<file path="config.mk">
export PLATFORM = sky130hd
export DESIGN_NAME = accel_window_rank_heading_core
export DESIGN_NICKNAME = d
export VERILOG_FILES = /design/src/rtl/core/awr_pkg.sv /design/src/rtl/core/awr_cell.sv /design/src/rtl/core/awr_axis.sv /design/src/rtl/core/accel_window_rank_heading_core.sv
export SDC_FILE = /design/constraint.sdc
export NUM_CORES = 2
export LEC_CHECK = 0
export ABC_AREA = 1
export BUFFER_PORTS_ARGS = -buffer_cell sky130_fd_sc_hd__buf_2
export CORE_UTILIZATION = 31
export DETAILED_ROUTE_END_ITERATION = 10
export PLACE_DENSITY = 0.49
export SYNTH_ARGS = -nofsm -noshare
export SYNTH_HDL_FRONTEND = slang
export SYNTH_SLANG_ARGS = --single-unit
export TNS_END_PERCENT = 1
</file>
<file path="constraint.sdc">
create_clock -name clk_i -period 6.8 [get_ports clk_i]
set_clock_uncertainty 0.15 [all_clocks]
set_input_delay 1.36 -clock clk_i [delete_from_list [all_inputs] [get_ports clk_i]]
set_output_delay 1.36 -clock clk_i [all_outputs]
set_load 0.03 [all_outputs]
</file>
<file path="src/rtl/core/awr_pkg.sv">
// ----------------------------------------------------------------------------
// awr_pkg
// Shared types and constants for the accelerometer window rank and heading
// core.
// ----------------------------------------------------------------------------
package awr_pkg;

  localparam int WINDOW_DEPTH = 32;

  localparam int AXIS_W   = 10;
  localparam int AXES     = 3;
  localparam int SAMPLE_W = AXES * AXIS_W;
  localparam int HEAD_W   = 3;
  localparam int RANK_W   = 7;
  localparam int SPREAD_W = 10;
  localparam int THR_W    = 10;

  localparam int IN_DATA_W  = 32;
  localparam int OUT_DATA_W = 64;

  localparam int CNT_W = $clog2(WINDOW_DEPTH);
  localparam int REM_W = $clog2(WINDOW_DEPTH);

  // Each window entry at or below the new value adds 100/N to the rank.
  localparam int RANK_STEP_Q = 100 / WINDOW_DEPTH;
  localparam int RANK_STEP_R = 100 % WINDOW_DEPTH;

  localparam logic [RANK_W-1:0] RANK_Q1 = RANK_W'(25);
  localparam logic [RANK_W-1:0] RANK_Q2 = RANK_W'(50);
  localparam logic [RANK_W-1:0] RANK_Q3 = RANK_W'(75);

  localparam logic [HEAD_W-1:0] HEAD_DOWN_FAST = 3'b110;
  localparam logic [HEAD_W-1:0] HEAD_DOWN_SLOW = 3'b111;
  localparam logic [HEAD_W-1:0] HEAD_HOLD      = 3'b000;
  localparam logic [HEAD_W-1:0] HEAD_UP_SLOW   = 3'b001;
  localparam logic [HEAD_W-1:0] HEAD_UP_FAST   = 3'b010;

  typedef logic [SAMPLE_W-1:0] sample_t;

  typedef enum logic [1:0] {
    ST_IDLE,
    ST_SCAN,
    ST_DONE
  } awr_state_e;

  typedef struct packed {
    logic step;
    logic first;
  } awr_scan_ctrl_t;

endpackage

</file>
<file path="src/rtl/core/awr_cell.sv">
// ----------------------------------------------------------------------------
// awr_cell
// One window cell: holds a three-axis sample and takes its neighbor's word
// whenever the row shifts.
// ----------------------------------------------------------------------------
module awr_cell (
  input  logic             clk_i,
  input  logic             rst_ni,
  input  logic             shift_i,
  input  awr_pkg::sample_t prev_i,
  output awr_pkg::sample_t data_o
);
  import awr_pkg::*;

  sample_t data_q;

  always_ff @(posedge clk_i or negedge rst_ni) begin
    if (!rst_ni) begin
      data_q <= '0;
    end else if (shift_i) begin
      data_q <= prev_i;
    end
  end

  assign data_o = data_q;

endmodule

</file>
<file path="src/rtl/core/awr_axis.sv">
// ----------------------------------------------------------------------------
// awr_axis
// Per-axis scan unit: folds the window entries passing the row's tail into a
// minimum, a maximum and a running percentile rank, and derives the heading.
// ----------------------------------------------------------------------------
module awr_axis (
  input  logic                                clk_i,
  input  logic                                rst_ni,
  input  awr_pkg::awr_scan_ctrl_t             ctrl_i,
  input  logic signed [awr_pkg::AXIS_W-1:0]   now_i,
  input  logic signed [awr_pkg::AXIS_W-1:0]   entry_i,
  input  logic        [awr_pkg::THR_W-1:0]    thr_i,
  output logic        [awr_pkg::HEAD_W-1:0]   heading_o,
  output logic        [awr_pkg::RANK_W-1:0]   rank_o,
  output logic        [awr_pkg::SPREAD_W-1:0] spread_o
);
  import awr_pkg::*;

  logic signed [AXIS_W-1:0] lo_q, lo_d, hi_q, hi_d;
  logic        [RANK_W-1:0] quo_q, quo_d, quo_base;
  logic        [REM_W-1:0]  rem_q, rem_d, rem_base;
  logic        [REM_W:0]    rem_sum;
  logic        [AXIS_W:0]   diff;

  always_comb begin
    quo_base = ctrl_i.first ? '0 : quo_q;
    rem_base = ctrl_i.first ? '0 : rem_q;
    rem_sum  = {1'b0, rem_base} + (REM_W + 1)'(RANK_STEP_R);
    quo_d    = quo_base;
    rem_d    = rem_base;
    if (now_i >= entry_i) begin
      if (rem_sum >= (REM_W + 1)'(WINDOW_DEPTH)) begin
        rem_d = REM_W'(rem_sum - (REM_W + 1)'(WINDOW_DEPTH));
        quo_d = quo_base + RANK_W'(RANK_STEP_Q + 1);
      end else begin
        rem_d = rem_sum[REM_W-1:0];
        quo_d = quo_base + RANK_W'(RANK_STEP_Q);
      end
    end
    lo_d = (ctrl_i.first || entry_i < lo_q) ? entry_i : lo_q;
    hi_d = (ctrl_i.first || entry_i > hi_q) ? entry_i : hi_q;
  end

  always_ff @(posedge clk_i or negedge rst_ni) begin
    if (!rst_ni) begin
      lo_q  <= '0;
      hi_q  <= '0;
      quo_q <= '0;
      rem_q <= '0;
    end else if (ctrl_i.step) begin
      lo_q  <= lo_d;
      hi_q  <= hi_d;
      quo_q <= quo_d;
      rem_q <= rem_d;
    end
  end

  always_comb begin
    diff     = {hi_q[AXIS_W-1], hi_q} - {lo_q[AXIS_W-1], lo_q};
    spread_o = diff[SPREAD_W-1:0];
    rank_o   = quo_q;
    priority if (spread_o <= thr_i) begin
      heading_o = HEAD_HOLD;
    end else if (quo_q <= RANK_Q1) begin
      heading_o = HEAD_DOWN_FAST;
    end else if (quo_q <= RANK_Q2) begin
      heading_o = HEAD_DOWN_SLOW;
    end else if (quo_q <= RANK_Q3) begin
      heading_o = HEAD_UP_SLOW;
    end else begin
      heading_o = HEAD_UP_FAST;
    end
  end

endmodule

</file>
<file path="src/rtl/core/accel_window_rank_heading_core.sv">
// ----------------------------------------------------------------------------
// accel_window_rank_heading_core
// Percentile rank, window spread and heading for a three-axis accelerometer.
// ----------------------------------------------------------------------------
// The slave stream takes one sample word per item: x in bits 9:0, y in 19:10
// and z in 29:20, each signed. The master stream returns one result word per
// sample with the heading, rank and spread of each axis.
// The window is a row of WINDOW_DEPTH cells. After a word is taken the row
// rotates once around, one cell per cycle, past three scan units; then the
// new sample shifts into the head and the oldest entry drops off the tail.
// A result word is written to the output register once the row has rotated
// around, and no new sample is taken while an item is still in the row.
// A new sample is taken in the cycle after the result is written to the
// output register, even while that result still waits to be taken; a stalled
// receiver holds the block in its final step until the register frees.
// The threshold port is always ready; write it only while the core is idle.
// Reset clears every window entry, the threshold and both streams at once.
// ----------------------------------------------------------------------------
module accel_window_rank_heading_core (
  input  logic                            clk_i,
  input  logic                            rst_ni,
  input  logic                            s_axis_tvalid,
  output logic                            s_axis_tready,
  // Fields from bit 0: sample_x, sample_y, sample_z, unused pad.
  input  logic [awr_pkg::IN_DATA_W-1:0]   s_axis_tdata,
  output logic                            m_axis_tvalid,
  input  logic                            m_axis_tready,
  // Fields from bit 0: heading_x, heading_y, heading_z, rank_x, rank_y,
  // rank_z, spread_x, spread_y, spread_z, zero pad.
  output logic [awr_pkg::OUT_DATA_W-1:0]  m_axis_tdata,
  input  logic                            cfg_valid_i,
  output logic                            cfg_ready_o,
  input  logic [awr_pkg::THR_W-1:0]       cfg_data_i
);
  import awr_pkg::*;

  localparam logic [CNT_W-1:0] CNT_LAST = CNT_W'(WINDOW_DEPTH - 1);

  awr_state_e     state_q, state_d;
  logic [CNT_W-1:0] cnt_q;
  sample_t        sample_q;
  logic [THR_W-1:0] thr_q;
  logic           out_free;
  logic           accept;
  logic           ring_shift;
  logic           ring_load;
  logic           out_load;
  awr_scan_ctrl_t scan_ctrl;
  sample_t        head_in;
  sample_t        cell_data [WINDOW_DEPTH];
  sample_t        tail;

  logic [HEAD_W-1:0]   heading [AXES];
  logic [RANK_W-1:0]   rank    [AXES];
  logic [SPREAD_W-1:0] spread  [AXES];

  logic                  m_valid_q;
  logic [OUT_DATA_W-1:0] m_data_q;
  logic [OUT_DATA_W-1:0] result;

  assign out_free      = !m_valid_q || m_axis_tready;
  assign accept        = s_axis_tvalid && s_axis_tready;
  assign tail          = cell_data[WINDOW_DEPTH-1];
  assign cfg_ready_o   = 1'b1;
  assign m_axis_tvalid = m_valid_q;
  assign m_axis_tdata  = m_data_q;

  always_comb begin
    state_d = state_q;
    unique case (state_q)
      ST_IDLE: begin
        if (s_axis_tvalid) begin
          state_d = ST_SCAN;
        end
      end
      ST_SCAN: begin
        if (cnt_q == CNT_LAST) begin
          state_d = ST_DONE;
        end
      end
      ST_DONE: begin
        if (out_free) begin
          state_d = ST_IDLE;
        end
      end
      default: state_d = ST_IDLE;
    endcase
  end

  always_comb begin
    s_axis_tready   = 1'b0;
    ring_shift      = 1'b0;
    ring_load       = 1'b0;
    out_load        = 1'b0;
    scan_ctrl.step  = 1'b0;
    scan_ctrl.first = 1'b0;
    unique case (state_q)
      ST_IDLE: begin
        s_axis_tready = 1'b1;
      end
      ST_SCAN: begin
        ring_shift      = 1'b1;
        scan_ctrl.step  = 1'b1;
        scan_ctrl.first = (cnt_q == '0);
      end
      ST_DONE: begin
        ring_shift = out_free;
        ring_load  = out_free;
        out_load   = out_free;
      end
      default: begin
        s_axis_tready = 1'b0;
      end
    endcase
  end

  always_ff @(posedge clk_i or negedge rst_ni) begin
    if (!rst_ni) begin
      state_q <= ST_IDLE;
      cnt_q   <= '0;
      thr_q   <= '0;
    end else begin
      state_q <= state_d;
      if (state_q == ST_SCAN) begin
        cnt_q <= cnt_q + CNT_W'(1);
      end else begin
        cnt_q <= '0;
      end
      if (cfg_valid_i && cfg_ready_o) begin
        thr_q <= cfg_data_i;
      end
    end
  end

  always_ff @(posedge clk_i) begin
    if (accept) begin
      sample_q <= s_axis_tdata[SAMPLE_W-1:0];
    end
  end

  assign head_in = ring_load ? sample_q : tail;

  for (genvar k = 0; k < WINDOW_DEPTH; k++) begin : g_cell
    if (k == 0) begin : g_head
      awr_cell u_cell (
        .clk_i   (clk_i),
        .rst_ni  (rst_ni),
        .shift_i (ring_shift),
        .prev_i  (head_in),
        .data_o  (cell_data[k])
      );
    end else begin : g_body
      awr_cell u_cell (
        .clk_i   (clk_i),
        .rst_ni  (rst_ni),
        .shift_i (ring_shift),
        .prev_i  (cell_data[k-1]),
        .data_o  (cell_data[k])
      );
    end
  end

  for (genvar a = 0; a < AXES; a++) begin : g_axis
    awr_axis u_axis (
      .clk_i     (clk_i),
      .rst_ni    (rst_ni),
      .ctrl_i    (scan_ctrl),
      .now_i     (sample_q[a*AXIS_W +: AXIS_W]),
      .entry_i   (tail[a*AXIS_W +: AXIS_W]),
      .thr_i     (thr_q),
      .heading_o (heading[a]),
      .rank_o    (rank[a]),
      .spread_o  (spread[a])
    );
  end

  assign result = {
    {(OUT_DATA_W - AXES * (HEAD_W + RANK_W + SPREAD_W)){1'b0}},
    spread[2], spread[1], spread[0],
    rank[2], rank[1], rank[0],
    heading[2], heading[1], heading[0]
  };

  always_ff @(posedge clk_i or negedge rst_ni) begin
    if (!rst_ni) begin
      m_valid_q <= 1'b0;
    end else if (out_load) begin
      m_valid_q <= 1'b1;
    end else if (m_axis_tready) begin
      m_valid_q <= 1'b0;
    end
  end

  always_ff @(posedge clk_i) begin
    if (out_load) begin
      m_data_q <= result;
    end
  end

  a_accept_starts_scan: assert property (@(posedge clk_i) disable iff (!rst_ni)
    accept |=> (state_q == ST_SCAN && cnt_q == '0))
    else $error("Accepted word did not start a window scan.");

  a_scan_counts: assert property (@(posedge clk_i) disable iff (!rst_ni)
    (state_q == ST_SCAN && cnt_q != CNT_LAST) |=>
      (state_q == ST_SCAN && cnt_q == $past(cnt_q) + CNT_W'(1)))
    else $error("Window scan ended early or skipped a cell.");

  a_done_gives_result: assert property (@(posedge clk_i) disable iff (!rst_ni)
    out_load |=> (m_axis_tvalid && state_q == ST_IDLE))
    else $error("Finished item did not produce a result word.");

  a_no_overwrite: assert property (@(posedge clk_i) disable iff (!rst_ni)
    out_load |-> (!m_valid_q || m_axis_tready))
    else $error("Result register overwritten while still pending.");

endmodule

</file>
* Word level (Yosys, flattened, before mapping)
Index checks and enable logic that the tools add are counted.
** Operators by class
- Add/sub/neg operators :: 16
- Magnitude comparators :: 24
- Eq/ne operators :: 6
- Muxes and demuxes :: 39
- Reductions and logical operators :: 22
** Operators with widths (number)
- $mux W7 :: 9
- $mux W5 :: 10
- $ge A10 B10 Y1 :: 3
- $gt A10 B10 Y1 :: 3
- $le A10 B10 Y1 :: 3
- $lt A10 B10 Y1 :: 3
- $mux W30 :: 1
- $sub A10 B10 Y10 :: 3
- $add A7 B2 Y7 const B :: 3
- $add A7 B3 Y7 const B :: 3
- $le A7 B5 Y1 const B :: 3
- $le A7 B6 Y1 const B :: 3
- $le A7 B7 Y1 const B :: 3
- $add A5 B3 Y6 const B :: 3
- $ge A6 B6 Y1 const B :: 3
- $mux W3 :: 6
- $sub A5 B1 Y5 const B :: 3
- $mux W2 :: 7
- $reduce_and A2 Y1 :: 6
- $logic_or A1 B1 Y1 :: 7
- $ne A2 B2 Y1 const B :: 3
- $pmux W2 S3 :: 1
- $reduce_or A2 Y1 :: 3
- $add A5 B1 Y5 const B :: 1
- other kinds (11) :: 14
** Storage, ports and cells
- Output and inout port bits :: 67
- Flip-flop bits (word level) :: 1164
- Word-level logic and storage cells :: 163

* Depth between registers and ports, before layout
- Depth in word-level cells :: 7
- Depth in mapped cells :: 18
- Mapped depth without buffers :: 18

* Cells and area by module
Synthesis repeated with hierarchy kept, for this count alone.
** Unflattened totals
- Cells, all modules :: 5668
- Area total of the unflattened synthesis :: 49329.8 µm²
** By module, submodules not included
- awr_cell :: instances 32, seq. area each 750.7 µm², cells each 127, area an instance 1122.3 µm²
- awr_axis at g_axis[0].u_axis ... :: instances 2, seq. area each 750.7 µm², cells each 443, area an instance 3133.0 µm²
- accel_window_rank_heading_core :: instances 1, seq. area each 3153.0 µm², cells each 273, area an instance 4022.6 µm²
- awr_axis at g_axis[1].u_axis :: instances 1, seq. area each 750.7 µm², cells each 445, area an instance 3126.7 µm²

* Worst setup path after synthesis
No wires, ideal clock.
- Kind :: input to register
- Start :: input m_axis_tready
- End :: register g_cell[31].g_body.u_cell.data_q[11]
- Setup slack :: 3.557 ns
- Setup time :: 0.126 ns
- Stages :: 10
- Data arrival time :: 2.967 ns
- Cell sequence :: inv_1 -> nand2_1 -> nand2_1 -> inv_2 -> o21ai_2 -> buf_4 -> buf_2 -> buf_2 -> nand2_1 -> o21ai_0
** On the way
- Cells in the longest elaborated chain, start to end :: 2
** Ends and longest elaborated chain
- start, declared :: RTL line accel_window_rank_heading_core.sv:27 : input logic m_axis_tready,
- $logic_or A1 B1 Y1 :: RTL line accel_window_rank_heading_core.sv:61 : assign out_free = !m_valid_q || m_axis_tready;
- $pmux W1 S2 :: RTL line accel_window_rank_heading_core.sv:97 : unique case (state_q)
- end signal, assigned :: RTL line awr_cell.sv:21 : data_q <= prev_i;
- end, declared :: RTL line awr_cell.sv:15 : sample_t data_q;
Every way passes these cells.
A chain may end at the register's enable or synchronous reset.

* Worst setup path in the final report
- Start :: input m_axis_tready
- End :: register g_cell[12].g_body.u_cell.data_q[24]
** On the way
- Cells in the longest elaborated chain, start to end :: 2
** Ends and longest elaborated chain (RTL line)
- $logic_or A1 B1 Y1 :: accel_window_rank_heading_core.sv:61
- $pmux W1 S2 :: accel_window_rank_heading_core.sv:97
- end signal, assigned :: awr_cell.sv:21
- end, declared :: awr_cell.sv:15
Every way passes these cells.

==> flow_summary.json <==
{
  "status": "completed",
  "whs_ns": 0.317,
  "fin_crit_ns": 4.29,
  "cts-hold-fix-buffers": 0,
  "power_density_nw_per_um2": 525,
  "hpwl_um": 56100,
  "synth_edf_count": 90,
  "p_sw_share_pct": 39.3,
  "share_comb_of_total_power_pct": 35.9,
  "drv_cap": 0,
  "synth-seq-cells": 1158,
  "clk_pin_slew_ns": 0.06,
  "p_sw_mw": 11.2,
  "ys_seq_area_share_pct": 61.5,
  "syn_avg_cell_area_um2": 9.52,
  "r2r_cells": 10,
  "cp.depth": 11,
  "netlist_top_cells_area": "dfrtp_1 (56%), nand2_1 (10%), o21ai_0 (6.7%), edfxtp_1 (5.6%), inv_1 (5.4%)",
  "rsz0062_at_grt": "no",
  "cp_num_buf_inv": 6,
  "async_flop_share_pct": 92.2,
  "synth_flop_cell": "dfrtp_1",
  "nNetsFinal": 5271,
  "io_pins": 114,
  "cts_sinks": 1158,
  "grt_pass1_vias": 30972,
  "cts_max_level": 4,
  "yosysMostFrequentCell": "nand2_1",
  "num_antenna_cells": 0,
  "worstPathArrival_ns": 4.74,
  "die_h_um": 395,
  "slew_violations": 0,
  "path_common_cell": "nand2_1",
  "clkLatencyLatePin_ns": 0.75,
  "crit_required_ns": 7.24,
  "vias": 31534,
  "fin_setup_tns_ns": 0,
  "end_kind": "flop",
  "grt_usage_pct": 12.4,
  "hold_violations": 0,
  "wirelength_um": 93800,
  "yosys_warnings": 0,
  "firstDrtPassIters": 5,
  "pwr-share-clk_pct": 24.7,
  "io_buffers": 106,
  "crit_slowest_cell": "o21ai_4",
  "gp_congestion": 0.782,
  "hp-class": "reg -> reg",
  "netlist.top_cell.by_area": "dfrtp_1",
  "fp.dieW_um": 395,
  "drt_iter0_drc": 2421,
  "grt_pass1_wl_um": 162000,
  "wl_per_cell_um": 13.0,
  "syn2layout_area_growth_pct": 14.0,
  "p_int_mw": 17.4,
  "antenna_found_initial": 1,
  "vias_per_cell": 4.38,
  "drtAntennaViolNets": 0,
  "setup_viol": 0,
  "grt_max_degree": 216,
  "numCtsBuffers": 133,
  "route.detailed.drc": 0,
  "path_cells": "buf_2, inv_1, nand2_1, nand2_2, buf_4, inv_2, o21ai_4, inv_8, buf_12, nand2_1, o21ai_0",
  "fmax_mhz": 233,
  "irDropWorstVdd_v": 0.000370,
  "p_seq_share_pct": 39.4,
  "synth_top_area_share_pct": 55.9,
  "postCtsSetupBuffers": 0,
  "worstSetupPathType": "in -> reg",
  "leakagePower_nw": 25.4,
  "rows": 143,
  "drive_gt1_share_pct": 6.99,
  "core_area_um2": 153000,
  "overflow": 0,
  "start_kind": "input port",
  "tightest_slew_ns": 1.02,
  "clk_path_buf_depth": 3,
  "hold_path_depth": 2,
  "crit_fanout": 166,
  "synth_cells": 5025,
  "root_buffer": "clkbuf_16",
  "cp_top_family": "buffers and inverters",
  "cts_resized": 0,
  "dieArea_um2": 156000,
  "synth.distinct_cells": 45,
  "cts_tree": "yes",
  "fin_crit_sh_pct": 63.1,
  "synthTopCellsByCount": "nand2_1 (1328), dfrtp_1 (1068), inv_1 (693)",
  "max-slew-margin-rel_pct": 32.3,
  "crit_path_max_incr_delay_ns": 0.76,
  "start_util_pct": 31.4,
  "synth_area_um2": 47800,
  "fillCellCount": 15480
}
-- cell families (layout without fill, tap and decap cells) --
family / Yosys count / count (layout) / share of synthesized area, %
AOI/OAI and AO/OA: 1144 / 1144 / 12.4
and+or+nand+nor: 1570 / 1570 / 12.9
xor gates and xnor gates: 39 / 39 / 0.714
other: 2 / 5 / 0.0157
muxes: 1 / 1 / 0.0235
adders and majority gates: 165 / 165 / 4.36
buffers and inverters: 946 / 1081 / 8.09
DFF: 1158 / 1158 / 61.5
-- cell type report --
| class | instances | area [µm²] | area share [%] |
|---|---|---|---|
| clock inverters | 39 | 478 | 0.876 |
| multi-input cells | 2924 | 14600 | 26.7 |
| clock buffers | 200 | 3910 | 7.16 |
| flip-flops and latches | 1158 | 29400 | 53.9 |
| inverters | 700 | 2640 | 4.83 |
| repair buffers | 142 | 998 | 1.83 |
| well taps | 2030 | 2540 | 4.66 |
-- stage by stage --
step | cell area (µm²) | worst slack (ns) | power, mW | util [%] | instances
2_1_floorplan | 47900 | 3.56 | 19.2 | - | 5028
3_3_place_gp | 50200 | 1.86 | 21.7 | 32.9 | 6954
3_5_place_dp | 50200 | 1.85 | 21.9 | 32.9 | 6954
4_1_cts | 54600 | 2.66 | 29.2 | 35.7 | 7193
5_1_grt | 54600 | 2.23 | 31.3 | 35.7 | 7193
6_report | 54600 | 2.51 | 28.6 | 35.7 | 7193
-- power by group through the flow --
stage / combinational [mW] / sequential [mW] / clock [mW]
after floorplan: 7.87 / 11.3 / 0
after global placement: 10.3 / 11.4 / 0
after detailed placement: 10.4 / 11.4 / 0
after CTS: 10.5 / 11.3 / 7.36
after global routing: 12.0 / 11.6 / 7.63
final: 10.3 / 11.3 / 7.07
-- final timing paths --
kind	from	to	slack, ns
max in group asynchronous	rst_ni	g_cell[10].g_body.u_cell.data_o[1]$_DFFE_PN0P_	4.54
min in group asynchronous	rst_ni	g_cell[22].g_body.u_cell.data_o[14]$_DFFE_PN0P_	0.43
max reg2reg	state_q[0]$_DFFE_PN0P_	g_cell[12].g_body.u_cell.data_o[24]$_DFFE_PN0P_	2.65
min reg2reg	g_cell[29].g_body.u_cell.data_o[25]$_DFFE_PN0P_	g_cell[30].g_body.u_cell.data_o[25]$_DFFE_PN0P_	0.32
max	m_axis_tready	g_cell[12].g_body.u_cell.data_o[24]$_DFFE_PN0P_	2.51
min	g_cell[29].g_body.u_cell.data_o[25]$_DFFE_PN0P_	g_cell[30].g_body.u_cell.data_o[25]$_DFFE_PN0P_	0.32
-- flip-flops by register name, indices dropped and copies added, names as in the netlist --
register	flops
g_cell.g_body.u_cell.data_o	930
m_axis_tvalid	1
state_q	2
g_axis.u_axis.rank_o	21
sample_q	30
g_axis.u_axis.lo_q	30
cnt_q	5
g_cell.g_head.u_cell.data_o	30
g_axis.u_axis.hi_q	30
m_axis_tdata	60
thr_q	10
g_axis.u_axis.rem_q	9
-- worst min-delay path, delay by kind of cell (launching register included) --
family | cells | cell delay (ns)
AND/OR/NAND/NOR | 1 | 0.05
AO/OA/AOI/OAI | 1 | 0.06
flip-flops | 1 | 0.34
-- layer usage --
| metal | track usage [%] | vias to the layer above | routed length (µm) |
|---|---|---|---|
| li1 | - | 16099 | - |
| met5 | 0 | - | 0 |
| met2 | 18.2 | 361 | 40100 |
| met1 | 18.3 | 14944 | 48700 |
| met3 | 2.46 | 130 | 3180 |
| met4 | 3.57 | 0 | 1860 |
-- layout by cell type, fill, tap and decap left out, drive strengths merged, types with 19 or more instances in the layout --
cell type     n
a21oi        76
buf         142
clkbuf      200
clkinv       24
dfrtp      1068
edfxtp       90
ha          162
inv         708
nand2      1334
nand3       109
nand4        19
nor2         90
o211ai       35
o21ai       998
xor2         26
No activity file was read; power rests on OpenSTA's default activity.
